[config.mk]
export PLATFORM = sky130hd
export DESIGN_NAME = balance_robot_motor_control
export DESIGN_NICKNAME = d
export VERILOG_FILES = /design/src/hw/rtl/brmc_pkg.sv /design/src/hw/rtl/brmc_div.sv /design/src/hw/rtl/balance_robot_motor_control.sv
export SDC_FILE = /design/constraint.sdc
export NUM_CORES = 2
export LEC_CHECK = 0
export ABC_AREA = 1
export BUFFER_PORTS_ARGS = -buffer_cell sky130_fd_sc_hd__clkbuf_2
export CAP_MARGIN = 5
export CELL_PAD_IN_SITES_DETAIL_PLACEMENT = 0
export CELL_PAD_IN_SITES_GLOBAL_PLACEMENT = 1
export CORE_ASPECT_RATIO = 1.25
export CORE_UTILIZATION = 40
export CTS_CLUSTER_SIZE = 25
export DETAILED_ROUTE_END_ITERATION = 8
export GPL_TIMING_DRIVEN = 0
export PLACE_DENSITY = 0.71
export SYNTH_ARGS = -nofsm -noshare
export SYNTH_HDL_FRONTEND = slang
export SYNTH_SLANG_ARGS = --single-unit
export TNS_END_PERCENT = 50
[constraint.sdc]
create_clock -name clock -period 8.7 [get_ports clock]
set_input_delay 0.87 -clock clock [delete_from_list [all_inputs] [get_ports clock]]
set_output_delay 0.87 -clock clock [all_outputs]
set_load 0.01 [all_outputs]
[src/hw/rtl/brmc_pkg.sv]
// ----------------------------------------------------------------------------
// Balance robot motor control package
// Word types, register indexes, reset values, fixed-point constants and the
// widths of the shared datapath.
// ----------------------------------------------------------------------------
package brmc_pkg;

   // Input and result words.
   typedef struct packed {
      logic signed [16:0] tilt_angle;
      logic signed [15:0] pitch_rate;
      logic signed [15:0] yaw_rate;
      logic signed [15:0] left_count;
      logic signed [15:0] right_count;
   } brmc_req_type;

   typedef struct packed {
      logic [12:0] left_magnitude;
      logic        left_forward;
      logic [12:0] right_magnitude;
      logic        right_forward;
      logic        tilt_fault;
   } brmc_rsp_type;

   // Register port.
   localparam int CSR_INDEX_W = 3;
   localparam int CSR_DATA_W  = 16;

   localparam logic [CSR_INDEX_W-1:0] CSR_BALANCE_KP    = 3'd0;
   localparam logic [CSR_INDEX_W-1:0] CSR_BALANCE_KD    = 3'd1;
   localparam logic [CSR_INDEX_W-1:0] CSR_SPEED_KP      = 3'd2;
   localparam logic [CSR_INDEX_W-1:0] CSR_SPEED_KI      = 3'd3;
   localparam logic [CSR_INDEX_W-1:0] CSR_YAW_KD        = 3'd4;
   localparam logic [CSR_INDEX_W-1:0] CSR_BALANCE_POINT = 3'd5;
   localparam logic [CSR_INDEX_W-1:0] CSR_STOP_REQUEST  = 3'd6;
   localparam logic [CSR_INDEX_W-1:0] CSR_PWM_LIMIT     = 3'd7;

   localparam int GAIN_W  = 16;
   localparam int POINT_W = 13;
   localparam int MAG_W   = 13;

   localparam logic [GAIN_W-1:0]         BALANCE_KP_RESET    = 16'd22500;
   localparam logic [GAIN_W-1:0]         BALANCE_KD_RESET    = 16'd108;
   localparam logic [GAIN_W-1:0]         SPEED_KP_RESET      = 16'd16000;
   localparam logic [GAIN_W-1:0]         SPEED_KI_RESET      = 16'd80;
   localparam logic [GAIN_W-1:0]         YAW_KD_RESET        = 16'd50;
   localparam logic signed [POINT_W-1:0] BALANCE_POINT_RESET = 13'sd0;
   localparam logic [MAG_W-1:0]          PWM_LIMIT_RESET     = 13'd6900;

   // Shared multiplier: signed 27 by signed 17 bits.
   localparam int MUL_A_W = 27;
   localparam int MUL_B_W = 17;
   localparam int PROD_W  = MUL_A_W + MUL_B_W;

   // Working widths.
   localparam int ERR_W   = 18;   // tilt error and speed error
   localparam int FILT_W  = 26;   // filtered speed error, Q8
   localparam int INTEG_W = 24;   // speed integral, Q8
   localparam int ISUM_W  = 27;   // integral before the clamp
   localparam int TERM_W  = 28;   // signed control terms
   localparam int CMD_W   = 30;   // wheel command before saturation

   // Filter weights in Q8: 0.86 is 220/256, 0.14 is 36/256 (times 256 for the
   // Q8 scaling of the new sample).
   localparam logic signed [MUL_B_W-1:0] FILT_KEEP = 17'sd220;
   localparam logic signed [MUL_B_W-1:0] FILT_NEW  = 17'sd9216;
   localparam int                        FILT_SHIFT = 8;

   // Limits: 40 degrees in Q8.8, and 10000 counts in Q8.
   localparam logic signed [16:0]        TILT_LIMIT  = 17'sd10240;
   localparam logic signed [ISUM_W-1:0]  INTEG_LIMIT = 27'sd2560000;

   // Gains are scaled by one hundred; the balance and speed sums carry a
   // further Q8 scale that is removed by a shift before the divide by 100.
   localparam int SCALE_SHIFT = 8;

   // Constant divider: three quotient bits per step, nine steps.
   localparam int                    DIV_RADIX_BITS = 3;
   localparam int                    DIV_STEPS      = 9;
   localparam int                    DIV_QUOT_W     = DIV_RADIX_BITS * DIV_STEPS;
   localparam int                    DIV_NUM_W      = 33;
   localparam int                    DIV_HEAD_W     = DIV_NUM_W - DIV_QUOT_W;
   localparam int                    DIV_REM_W      = 7;
   localparam int                    DIV_CNT_W      = $clog2(DIV_STEPS + 1);
   localparam logic [DIV_REM_W:0]    DIV_DIVISOR    = 8'd100;

   typedef struct packed {
      logic                 start;
      logic [DIV_NUM_W-1:0] num;
   } brmc_div_req_type;

   typedef struct packed {
      logic                  done;
      logic [DIV_QUOT_W-1:0] quot;
   } brmc_div_rsp_type;

endpackage

[src/hw/rtl/brmc_div.sv]
// ----------------------------------------------------------------------------
// Balance robot motor control: divide by one hundred
// Multi-cycle restoring divider for unsigned magnitudes, three quotient bits
// per cycle. The quotient is valid in the cycle that done is high.
// ----------------------------------------------------------------------------
module brmc_div (
   input  logic                       clock,
   input  logic                       reset,
   input  brmc_pkg::brmc_div_req_type div_req,
   output brmc_pkg::brmc_div_rsp_type div_rsp
);
   import brmc_pkg::*;

   logic [DIV_REM_W-1:0]  rem_ff;
   logic [DIV_REM_W-1:0]  rem_in;
   logic [DIV_QUOT_W-1:0] qn_ff;
   logic [DIV_QUOT_W-1:0] qn_in;
   logic [DIV_CNT_W-1:0]  cnt_ff;
   logic                  done_ff;
   logic [DIV_REM_W:0]    trial;

   // Three compare-and-subtract steps. The shift register feeds dividend bits
   // out at the top and takes quotient bits in at the bottom.
   always_comb begin
      rem_in = rem_ff;
      qn_in  = qn_ff;
      trial  = '0;
      for (int k = 0; k < DIV_RADIX_BITS; k++) begin
         trial = {rem_in, qn_in[DIV_QUOT_W-1]};
         if (trial >= DIV_DIVISOR) begin
            rem_in = DIV_REM_W'(trial - DIV_DIVISOR);
            qn_in  = {qn_in[DIV_QUOT_W-2:0], 1'b1};
         end else begin
            rem_in = trial[DIV_REM_W-1:0];
            qn_in  = {qn_in[DIV_QUOT_W-2:0], 1'b0};
         end
      end
   end

   // Step counter and completion flag.
   always_ff @(posedge clock) begin
      if (reset) begin
         cnt_ff  <= '0;
         done_ff <= 1'b0;
      end else begin
         done_ff <= (cnt_ff == DIV_CNT_W'(1));
         if (div_req.start) begin
            cnt_ff <= DIV_CNT_W'(DIV_STEPS);
         end else if (cnt_ff != '0) begin
            cnt_ff <= cnt_ff - DIV_CNT_W'(1);
         end
      end
   end

   // Remainder and dividend/quotient shift register.
   always_ff @(posedge clock) begin
      if (div_req.start) begin
         rem_ff <= DIV_REM_W'(div_req.num[DIV_NUM_W-1 -: DIV_HEAD_W]);
         qn_ff  <= div_req.num[DIV_QUOT_W-1:0];
      end else if (cnt_ff != '0) begin
         rem_ff <= rem_in;
         qn_ff  <= qn_in;
      end
   end

   assign div_rsp.done = done_ff;
   assign div_rsp.quot = qn_ff;

endmodule

[src/hw/rtl/balance_robot_motor_control.sv]
// ----------------------------------------------------------------------------
// Balance robot motor control
// One control tick per input word: a PD balance term on the tilt error, a PI
// speed term on the low-pass filtered wheel speed error and a D yaw term are
// combined into left and right motor duties, saturated to pwm_limit. The
// block works on one word at a time: the time from acceptance of a word to
// readiness for the next is set by the single shared 27x17 multiplier
// (seven products), by the shared divide-by-100 unit, which is used three
// times, and by any output stall. Each result is held in an
// output register, so the next word is accepted while a result still waits
// to be taken; a new result is only written once the previous one has gone.
// Register writes are expected while the block is idle. A tilt beyond
// 40 degrees or a stop request raises tilt_fault and clears the speed
// integral after it has been used; the motor duties are not forced to zero.
// ----------------------------------------------------------------------------
module balance_robot_motor_control (
   input  logic                                clock,
   input  logic                                reset,
   input  logic                                req_valid,
   output logic                                req_stall,
   input  brmc_pkg::brmc_req_type              req_data,
   output logic                                rsp_valid,
   input  logic                                rsp_stall,
   output brmc_pkg::brmc_rsp_type              rsp_data,
   input  logic                                csr_wr_en,
   input  logic [brmc_pkg::CSR_INDEX_W-1:0]    csr_index,
   input  logic [brmc_pkg::CSR_DATA_W-1:0]     csr_wdata
);
   import brmc_pkg::*;

   // Sequencer states.
   localparam int ST_W = 5;
   localparam logic [ST_W-1:0] ST_IDLE    = 5'd0;
   localparam logic [ST_W-1:0] ST_BAL_MP  = 5'd1;
   localparam logic [ST_W-1:0] ST_BAL_MD  = 5'd2;
   localparam logic [ST_W-1:0] ST_BAL_ADD = 5'd3;
   localparam logic [ST_W-1:0] ST_BAL_GO  = 5'd4;
   localparam logic [ST_W-1:0] ST_BAL_WT  = 5'd5;
   localparam logic [ST_W-1:0] ST_FLT_MK  = 5'd6;
   localparam logic [ST_W-1:0] ST_FLT_ME  = 5'd7;
   localparam logic [ST_W-1:0] ST_FLT_ADD = 5'd8;
   localparam logic [ST_W-1:0] ST_INT     = 5'd9;
   localparam logic [ST_W-1:0] ST_VEL_MP  = 5'd10;
   localparam logic [ST_W-1:0] ST_VEL_MI  = 5'd11;
   localparam logic [ST_W-1:0] ST_VEL_ADD = 5'd12;
   localparam logic [ST_W-1:0] ST_VEL_GO  = 5'd13;
   localparam logic [ST_W-1:0] ST_VEL_WT  = 5'd14;
   localparam logic [ST_W-1:0] ST_YAW_MP  = 5'd15;
   localparam logic [ST_W-1:0] ST_YAW_GO  = 5'd16;
   localparam logic [ST_W-1:0] ST_YAW_WT  = 5'd17;
   localparam logic [ST_W-1:0] ST_OUT     = 5'd18;

   // Configuration registers.
   logic [GAIN_W-1:0]         balance_kp_ff;
   logic [GAIN_W-1:0]         balance_kd_ff;
   logic [GAIN_W-1:0]         speed_kp_ff;
   logic [GAIN_W-1:0]         speed_ki_ff;
   logic [GAIN_W-1:0]         yaw_kd_ff;
   logic signed [POINT_W-1:0] balance_point_ff;
   logic                      stop_request_ff;
   logic [MAG_W-1:0]          pwm_limit_ff;

   // Sequencer and loop state.
   logic [ST_W-1:0]           state_ff;
   logic [ST_W-1:0]           state_in;
   logic signed [FILT_W-1:0]  filt_ff;
   logic signed [INTEG_W-1:0] integ_ff;

   // Captured word.
   logic signed [ERR_W-1:0]   tilt_err_ff;
   logic signed [15:0]        pitch_rate_ff;
   logic signed [15:0]        yaw_rate_ff;
   logic signed [ERR_W-1:0]   speed_err_ff;
   logic                      fault_ff;

   // Shared datapath.
   logic signed [MUL_A_W-1:0] mul_a;
   logic signed [MUL_B_W-1:0] mul_b;
   logic signed [PROD_W-1:0]  prod_in;
   logic signed [PROD_W-1:0]  prod_ff;
   logic signed [PROD_W-1:0]  acc_ff;
   logic [PROD_W-1:0]         acc_mag;
   logic [PROD_W-1:0]         prod_mag;
   logic signed [PROD_W-1:0]  filt_sum;
   logic signed [ISUM_W-1:0]  integ_sum;
   logic signed [INTEG_W-1:0] integ_in;
   logic                      neg_ff;
   logic signed [TERM_W-1:0]  quot_pos;
   logic signed [TERM_W-1:0]  quot_neg;
   logic signed [TERM_W-1:0]  bal_ff;
   logic signed [TERM_W:0]    bal_vel_ff;
   logic signed [TERM_W-1:0]  yaw_ff;
   logic signed [CMD_W-1:0]   left_cmd;
   logic signed [CMD_W-1:0]   right_cmd;
   logic [MAG_W:0]            left_drive;
   logic [MAG_W:0]            right_drive;

   // Handshake and result register.
   logic                      req_fire;
   logic                      out_fire;
   logic                      rsp_valid_ff;
   brmc_rsp_type              rsp_data_ff;

   brmc_div_req_type          div_req;
   brmc_div_rsp_type          div_rsp;

   // Saturate a wheel command and split it into direction and magnitude.
   function automatic logic [MAG_W:0] drive_word(input logic signed [CMD_W-1:0] cmd,
                                                 input logic [MAG_W-1:0] lim);
      logic signed [CMD_W-1:0] lim_s;
      logic signed [CMD_W-1:0] sat;
      logic signed [CMD_W-1:0] mag;
      lim_s = signed'(CMD_W'(lim));
      if (cmd > lim_s) begin
         sat = lim_s;
      end else if (cmd < -lim_s) begin
         sat = -lim_s;
      end else begin
         sat = cmd;
      end
      mag = sat[CMD_W-1] ? -sat : sat;
      return {(sat > 0), mag[MAG_W-1:0]};
   endfunction

   assign req_stall = (state_ff != ST_IDLE);
   assign req_fire  = req_valid && !req_stall;
   assign out_fire  = (state_ff == ST_OUT) && (!rsp_valid_ff || !rsp_stall);

   // Register writes.
   always_ff @(posedge clock) begin
      if (reset) begin
         balance_kp_ff    <= BALANCE_KP_RESET;
         balance_kd_ff    <= BALANCE_KD_RESET;
         speed_kp_ff      <= SPEED_KP_RESET;
         speed_ki_ff      <= SPEED_KI_RESET;
         yaw_kd_ff        <= YAW_KD_RESET;
         balance_point_ff <= BALANCE_POINT_RESET;
         stop_request_ff  <= 1'b0;
         pwm_limit_ff     <= PWM_LIMIT_RESET;
      end else if (csr_wr_en) begin
         unique case (csr_index)
            CSR_BALANCE_KP:    balance_kp_ff    <= csr_wdata[GAIN_W-1:0];
            CSR_BALANCE_KD:    balance_kd_ff    <= csr_wdata[GAIN_W-1:0];
            CSR_SPEED_KP:      speed_kp_ff      <= csr_wdata[GAIN_W-1:0];
            CSR_SPEED_KI:      speed_ki_ff      <= csr_wdata[GAIN_W-1:0];
            CSR_YAW_KD:        yaw_kd_ff        <= csr_wdata[GAIN_W-1:0];
            CSR_BALANCE_POINT: balance_point_ff <= signed'(csr_wdata[POINT_W-1:0]);
            CSR_STOP_REQUEST:  stop_request_ff  <= csr_wdata[0];
            CSR_PWM_LIMIT:     pwm_limit_ff     <= csr_wdata[MAG_W-1:0];
            default: ;
         endcase
      end
   end

   // Sequencer: balance term, filter, integral, speed term, yaw term, output.
   always_comb begin
      state_in = state_ff;
      unique case (state_ff)
         ST_IDLE:    if (req_fire) state_in = ST_BAL_MP;
         ST_BAL_MP:  state_in = ST_BAL_MD;
         ST_BAL_MD:  state_in = ST_BAL_ADD;
         ST_BAL_ADD: state_in = ST_BAL_GO;
         ST_BAL_GO:  state_in = ST_BAL_WT;
         ST_BAL_WT:  if (div_rsp.done) state_in = ST_FLT_MK;
         ST_FLT_MK:  state_in = ST_FLT_ME;
         ST_FLT_ME:  state_in = ST_FLT_ADD;
         ST_FLT_ADD: state_in = ST_INT;
         ST_INT:     state_in = ST_VEL_MP;
         ST_VEL_MP:  state_in = ST_VEL_MI;
         ST_VEL_MI:  state_in = ST_VEL_ADD;
         ST_VEL_ADD: state_in = ST_VEL_GO;
         ST_VEL_GO:  state_in = ST_VEL_WT;
         ST_VEL_WT:  if (div_rsp.done) state_in = ST_YAW_MP;
         ST_YAW_MP:  state_in = ST_YAW_GO;
         ST_YAW_GO:  state_in = ST_YAW_WT;
         ST_YAW_WT:  if (div_rsp.done) state_in = ST_OUT;
         ST_OUT:     if (out_fire) state_in = ST_IDLE;
         default:    state_in = ST_IDLE;
      endcase
   end

   always_ff @(posedge clock) begin
      if (reset) begin
         state_ff <= ST_IDLE;
      end else begin
         state_ff <= state_in;
      end
   end

   // Operand selection for the shared multiplier.
   always_comb begin
      mul_a = '0;
      mul_b = '0;
      unique case (state_ff)
         ST_BAL_MP: begin
            mul_a = MUL_A_W'(tilt_err_ff);
            mul_b = signed'({1'b0, balance_kp_ff});
         end
         ST_BAL_MD: begin
            mul_a = MUL_A_W'(pitch_rate_ff);
            mul_b = signed'({1'b0, balance_kd_ff});
         end
         ST_FLT_MK: begin
            mul_a = MUL_A_W'(filt_ff);
            mul_b = FILT_KEEP;
         end
         ST_FLT_ME: begin
            mul_a = MUL_A_W'(speed_err_ff);
            mul_b = FILT_NEW;
         end
         ST_VEL_MP: begin
            mul_a = MUL_A_W'(filt_ff);
            mul_b = signed'({1'b0, speed_kp_ff});
         end
         ST_VEL_MI: begin
            mul_a = MUL_A_W'(integ_ff);
            mul_b = signed'({1'b0, speed_ki_ff});
         end
         ST_YAW_MP: begin
            mul_a = MUL_A_W'(yaw_rate_ff);
            mul_b = signed'({1'b0, yaw_kd_ff});
         end
         default: ;
      endcase
   end

   assign prod_in = mul_a * mul_b;

   // Magnitudes for the divider, sums and the integral clamp.
   assign acc_mag   = acc_ff[PROD_W-1] ? unsigned'(-acc_ff) : unsigned'(acc_ff);
   assign prod_mag  = prod_ff[PROD_W-1] ? unsigned'(-prod_ff) : unsigned'(prod_ff);
   assign filt_sum  = acc_ff + prod_ff;
   assign integ_sum = ISUM_W'(integ_ff) + ISUM_W'(filt_ff);

   always_comb begin
      if (integ_sum > INTEG_LIMIT) begin
         integ_in = INTEG_W'(INTEG_LIMIT);
      end else if (integ_sum < -INTEG_LIMIT) begin
         integ_in = INTEG_W'(-INTEG_LIMIT);
      end else begin
         integ_in = INTEG_W'(integ_sum);
      end
   end

   // The balance and speed sums drop their Q8 scale before the divide.
   always_comb begin
      div_req.start = (state_ff == ST_BAL_GO) || (state_ff == ST_VEL_GO) ||
                      (state_ff == ST_YAW_GO);
      if (state_ff == ST_YAW_GO) begin
         div_req.num = prod_mag[DIV_NUM_W-1:0];
      end else begin
         div_req.num = acc_mag[SCALE_SHIFT +: DIV_NUM_W];
      end
   end

   brmc_div u_div (
      .clock   (clock),
      .reset   (reset),
      .div_req (div_req),
      .div_rsp (div_rsp)
   );

   assign quot_pos = signed'({1'b0, div_rsp.quot});
   assign quot_neg = -quot_pos;

   // Filter and integral state.
   always_ff @(posedge clock) begin
      if (reset) begin
         filt_ff  <= '0;
         integ_ff <= '0;
      end else begin
         unique case (state_ff)
            ST_FLT_ADD: filt_ff  <= filt_sum[FILT_SHIFT +: FILT_W];
            ST_INT:     integ_ff <= integ_in;
            // The product of this cycle still sees the old integral.
            ST_VEL_MI:  if (fault_ff) integ_ff <= '0;
            default: ;
         endcase
      end
   end

   // Captured word and datapath registers.
   always_ff @(posedge clock) begin
      prod_ff <= prod_in;
      if (req_fire) begin
         tilt_err_ff   <= ERR_W'(req_data.tilt_angle) - ERR_W'(balance_point_ff);
         pitch_rate_ff <= req_data.pitch_rate;
         yaw_rate_ff   <= req_data.yaw_rate;
         speed_err_ff  <= -(ERR_W'(req_data.left_count) + ERR_W'(req_data.right_count));
         fault_ff      <= (req_data.tilt_angle > TILT_LIMIT) ||
                          (req_data.tilt_angle < -TILT_LIMIT) || stop_request_ff;
      end
      unique case (state_ff)
         ST_BAL_MD:  acc_ff <= prod_ff;
         ST_BAL_ADD: acc_ff <= acc_ff + (prod_ff <<< SCALE_SHIFT);
         ST_FLT_ME:  acc_ff <= prod_ff;
         ST_VEL_MI:  acc_ff <= prod_ff;
         ST_VEL_ADD: acc_ff <= acc_ff + prod_ff;
         ST_BAL_GO:  neg_ff <= acc_ff[PROD_W-1];
         ST_VEL_GO:  neg_ff <= acc_ff[PROD_W-1];
         ST_YAW_GO:  neg_ff <= prod_ff[PROD_W-1];
         ST_BAL_WT:  if (div_rsp.done) bal_ff <= neg_ff ? quot_neg : quot_pos;
         // The speed term enters with its sign inverted.
         ST_VEL_WT: begin
            if (div_rsp.done) begin
               bal_vel_ff <= (TERM_W+1)'(bal_ff) +
                             (TERM_W+1)'(neg_ff ? quot_pos : quot_neg);
            end
         end
         ST_YAW_WT:  if (div_rsp.done) yaw_ff <= neg_ff ? quot_neg : quot_pos;
         default: ;
      endcase
   end

   // Wheel commands and the result register.
   assign left_cmd    = CMD_W'(bal_vel_ff) + CMD_W'(yaw_ff);
   assign right_cmd   = CMD_W'(bal_vel_ff) - CMD_W'(yaw_ff);
   assign left_drive  = drive_word(left_cmd, pwm_limit_ff);
   assign right_drive = drive_word(right_cmd, pwm_limit_ff);

   always_ff @(posedge clock) begin
      if (reset) begin
         rsp_valid_ff <= 1'b0;
      end else if (out_fire) begin
         rsp_valid_ff <= 1'b1;
      end else if (!rsp_stall) begin
         rsp_valid_ff <= 1'b0;
      end
   end

   always_ff @(posedge clock) begin
      if (out_fire) begin
         rsp_data_ff.left_magnitude  <= left_drive[MAG_W-1:0];
         rsp_data_ff.left_forward    <= left_drive[MAG_W];
         rsp_data_ff.right_magnitude <= right_drive[MAG_W-1:0];
         rsp_data_ff.right_forward   <= right_drive[MAG_W];
         rsp_data_ff.tilt_fault      <= fault_ff;
      end
   end

   assign rsp_valid = rsp_valid_ff;
   assign rsp_data  = rsp_data_ff;

endmodule

==> summary.md <==
| Metric | Value |
|---|---|
| Fill count | `13664` |
| Detailed-route vias per instance | `5.24` |
| Power Dens Cells | `323 mW/mm^2` |
| Longest individual stage delay on the worst path | `690 ps` |
| Critical Path Most Common Cell | `sky130_fd_sc_hd__fa_1` |
| Global routing met2 resource utilization | `55.1%` |
| Number of antenna-violating nets in the routed design | `0` |
| Total setup violations reported at the end of the flow | `0` |
| Starting density of the core | `40.5%` |
| Required arrival time at the worst endpoint | `9260 ps` |
| Antenna violations before repair | `3` |
| Worst-case clock buffer depth | `3` |
| Critical path fanouts, max | `10` |
| Die Ht | `409 um` |
| Startpoint type of the worst setup path | `flop` |
| Post-synth top area cell | `sky130_fd_sc_hd__fa_1` |
| Placed cell area | `0.0561 mm^2` |
| Clock Power Share | `12.5%` |
| Share of the clock period used by the worst path | `96.6%` |
| Run status | `finished clean` |
| Unique masters post-synth | `71` |
| Maximum number of pins on one net before global-route repair | `35` |
| Post-synth net total | `8104` |
| Total clock sinks | `474` |
| Routed wire length per instance | `21.5 um` |
| Total Die Area | `0.134 mm^2` |
| Clock root cell | `sky130_fd_sc_hd__clkbuf_16` |
| Number of rows in the core area | `148` |
| Combinational cell fraction of total power | `67.4%` |
| Number of standard cells after synthesis | `7139` |
| Synthesized area divided by synthesized cell count | `7.41 um^2` |
| Cell types with the largest area share after synthesis | `sky130_fd_sc_hd__fa_1 16%, sky130_fd_sc_hd__edfxtp_1 15%, sky130_fd_sc_hd__nand2_1 11%` |
| Ys async rst share | `0%` |
| Summed instance area of the synthesized netlist | `0.0529 mm^2` |
| Fraction of synthesized cell area taken by the top area cell type | `15.8%` |
| First-pass GRT wire length | `297000 um` |
| Routed Wire Length | `197000 um` |
| Clock-pin slew on the worst setup and hold paths | `60 ps` |
| Number of global-route vias before repair | `48784` |
| Met1 Use GR | `32.3%` |
| Final Hold Vio Count | `0` |
| Final clock skew | `58.7 ps` |
| Max-cap violations | `0` |
| Non-filler instance count after layout | `9147` |
| Post-route cell area | `0.0587 mm^2` |
| Fin nets | `8342` |
| Count of hold-fix buffers inserted at cts | `0` |
| Cell leakage power | `0.0283 uW` |
| Fraction of layout cells with a size suffix above 1 | `8.85%` |
| Number of warnings issued by yosys | `0` |
| Headroom to the max-slew limit | `12.0%` |
| Number of DRC markers in iteration 0 | `2803` |
| Area growth, synth to finish | `11.0%` |
| Number of detailed-route iterations in the first pass | `5` |
| Clock Latency Late Sink | `690 ps` |
| Final HPWL DP | `167000 um` |
| Core region area | `0.131 mm^2` |
| Transition time at the pin with the least slew margin | `1320 ps` |
| Max-slew violation count | `0` |
| Total via count in the routed design | `47956` |
| Setup Crit Path Kind | `reg -> reg` |
| Cell count after placement | `9020` |
| # port buffers | `135` |
| End-of-flow core utilization | `44.9%` |
| Critical-path cell with the highest stage delay | `sky130_fd_sc_hd__fa_1` |
| Io pins | `136` |
| Switching portion of total power | `54.1%` |
| Most frequent cells in the layout | `1504 x sky130_fd_sc_hd__nand2_1, 1227 x sky130_fd_sc_hd__inv_1, 720 x sky130_fd_sc_hd__nor2_1` |
| Synthesized flop and latch total | `474` |
| Part of the total power dissipated in sequential elements | `20.1%` |
| All-layer global routing usage | `29.4%` |
| Hold slack final | `391 ps` |
| Path category of the worst min-delay check | `in -> reg` |
| CP Capture Type | `flop` |
| CTS tree | `built` |
| Net load switching power | `10300 uW` |
| Seq/Total Area, Yosys | `22.9%` |
| M3 GR Usage | `2.56%` |
| Overall Power | `19000 uW` |
| Cell Int Power | `8710 uW` |
| Leading register cell type out of synthesis | `sky130_fd_sc_hd__edfxtp_1` |
| Highest attainable clock frequency | `119 MHz` |
| CP arrival | `8970 ps` |
| Die span in x | `327 um` |
| Crit path time final | `8410 ps` |
| Layer with the highest usage after global routing | `met2` |
| Most frequent standard cell in the layout excluding fill and tap cells | `sky130_fd_sc_hd__nand2_1` |
| Global route total overflow | `0` |
| Count of flip-flops with a built-in enable after synthesis | `261` |
| Remaining DRCs | `0` |
| Maximum ir drop on the vdd rail | `0.512 mV` |
| Number of buffers created by CTS | `53` |
| Final weighted congestion of routability-driven global placement | `0.980` |
| H-Tree Level Count | `2` |
[what timing repair did]
action	4_1_cts	5_1_grt
pin swaps	5	13
endpoints found under the setup margin	31	14
gates resized for setup	100	86
buffers inserted	10	27
gates cloned	0	1
[cell usage after synthesis, types with 9 or more instances]
master / count
sky130_fd_sc_hd__nor3_2: 12
sky130_fd_sc_hd__fa_1: 417
sky130_fd_sc_hd__inv_2: 35
sky130_fd_sc_hd__o21ai_1: 29
sky130_fd_sc_hd__ha_1: 443
sky130_fd_sc_hd__nor2_4: 13
sky130_fd_sc_hd__buf_6: 19
sky130_fd_sc_hd__xnor2_1: 74
sky130_fd_sc_hd__o221ai_1: 11
sky130_fd_sc_hd__dfxtp_1: 213
sky130_fd_sc_hd__a22o_1: 16
sky130_fd_sc_hd__nand3_1: 282
sky130_fd_sc_hd__nand2_2: 55
sky130_fd_sc_hd__o211ai_1: 53
sky130_fd_sc_hd__nand3b_1: 25
sky130_fd_sc_hd__edfxtp_1: 261
sky130_fd_sc_hd__nand4_1: 57
sky130_fd_sc_hd__and2_1: 10
sky130_fd_sc_hd__o21a_1: 17
sky130_fd_sc_hd__a31oi_1: 58
sky130_fd_sc_hd__clkbuf_1: 142
sky130_fd_sc_hd__and3_1: 15
sky130_fd_sc_hd__a211oi_1: 10
sky130_fd_sc_hd__buf_2: 16
sky130_fd_sc_hd__o22ai_1: 15
sky130_fd_sc_hd__nand2_1: 1509
sky130_fd_sc_hd__a21boi_0: 9
sky130_fd_sc_hd__nor4_1: 33
sky130_fd_sc_hd__a21oi_2: 14
sky130_fd_sc_hd__nor4_2: 9
sky130_fd_sc_hd__xor2_1: 153
sky130_fd_sc_hd__nor2_2: 42
sky130_fd_sc_hd__o21bai_1: 25
sky130_fd_sc_hd__or2_2: 9
sky130_fd_sc_hd__nor2_1: 736
sky130_fd_sc_hd__nand3_2: 9
sky130_fd_sc_hd__a21oi_1: 468
sky130_fd_sc_hd__inv_1: 1234
sky130_fd_sc_hd__a21o_1: 12
sky130_fd_sc_hd__buf_4: 9
sky130_fd_sc_hd__o21ai_0: 404
sky130_fd_sc_hd__clkinv_1: 16
sky130_fd_sc_hd__nor3_1: 72
[stage by stage]
step           setup slack (ps)  TNS (ps)
4_1_cts                    1.04         0
3_3_place_gp              -2010    -41850
2_1_floorplan              1450         0
3_5_place_dp              -1630    -30030
5_1_grt                   -37.0     -37.0
6_report                    293         0
[flip-flops by register name, indices dropped and copies added, names as in the netlist, 5 cells and up]
register and count:
yaw_rate_ff 16, balance_kd_ff 16, yaw_ff 28, speed_ki_ff 16, bal_ff 28, u_div.rem_ff 7, tilt_err_ff 18, bal_vel_ff 29
rsp_data 29, integ_ff 24, u_div.qn_ff 27, yaw_kd_ff 16, prod_ff 44, balance_point_ff 13, speed_kp_ff 16, pwm_limit_ff 13
pitch_rate_ff 16, balance_kp_ff 16, acc_ff 44, filt_ff 26, speed_err_ff 18, state_ff 5
[power by group through the flow]
stage	sequential (uW)	combinational (uW)	clock, uW
after floorplan	3490	8070	0
after CTS	3780	12700	2410
after global routing	3830	14200	2490
after detailed placement	3830	12500	0
final	3810	12800	2370
after global placement	3850	12400	0
[layer usage]
layer	vias to the layer above	routed length, um
li1	23368	-
met5	-	34
met2	1106	103000
met4	4	12700
met3	417	7430
met1	23061	74300
[critical path: cells and delay by family (launching register included)]
family | cells | cell delay, ps
flops | 1 | 440
xor+xnor | 1 | 180
simple gates | 10 | 1530
buf+inv | 7 | 1220
compound gates | 6 | 1140
fa+ha+maj | 7 | 3720
[cell families after synthesis]
group	after synthesis	synth area share, %
AO/OA/AOI/OAI	1194	12.7
XOR/XNOR	228	3.81
adder cells (fa/ha/maj)	860	26.2
buffers and inverters	1480	10.9
AND/OR/NAND/NOR	2903	23.5
flip-flops	474	22.9
[worst paths after layout]
check / start / endpoint / slack (ps) / cells after the start
worst min register to register: balance_kp_ff[4] / balance_kp_ff[4] / 460 / 2
worst max register to register: state_ff[4] / prod_ff[38] / 290 / 31
worst max-delay path: state_ff[4] / prod_ff[38] / 290 / 31
worst min-delay path: req_data[48] / pitch_rate_ff[0] / 390 / 1
[cell type report]
cell class,instances,area (um^2),area share (%)
multi-input combinational,5186,35500,60.5
antenna,1,2.50,0.00426
clock buffer,70,1480,2.52
tap,1725,2160,3.67
clock inverter,29,340,0.579
timing repair buffer,193,1250,2.13
inverter,1286,4860,8.28
sequential,474,12100,20.6
buffer,183,1000,1.70
No activity file was read; power rests on OpenSTA's default activity.
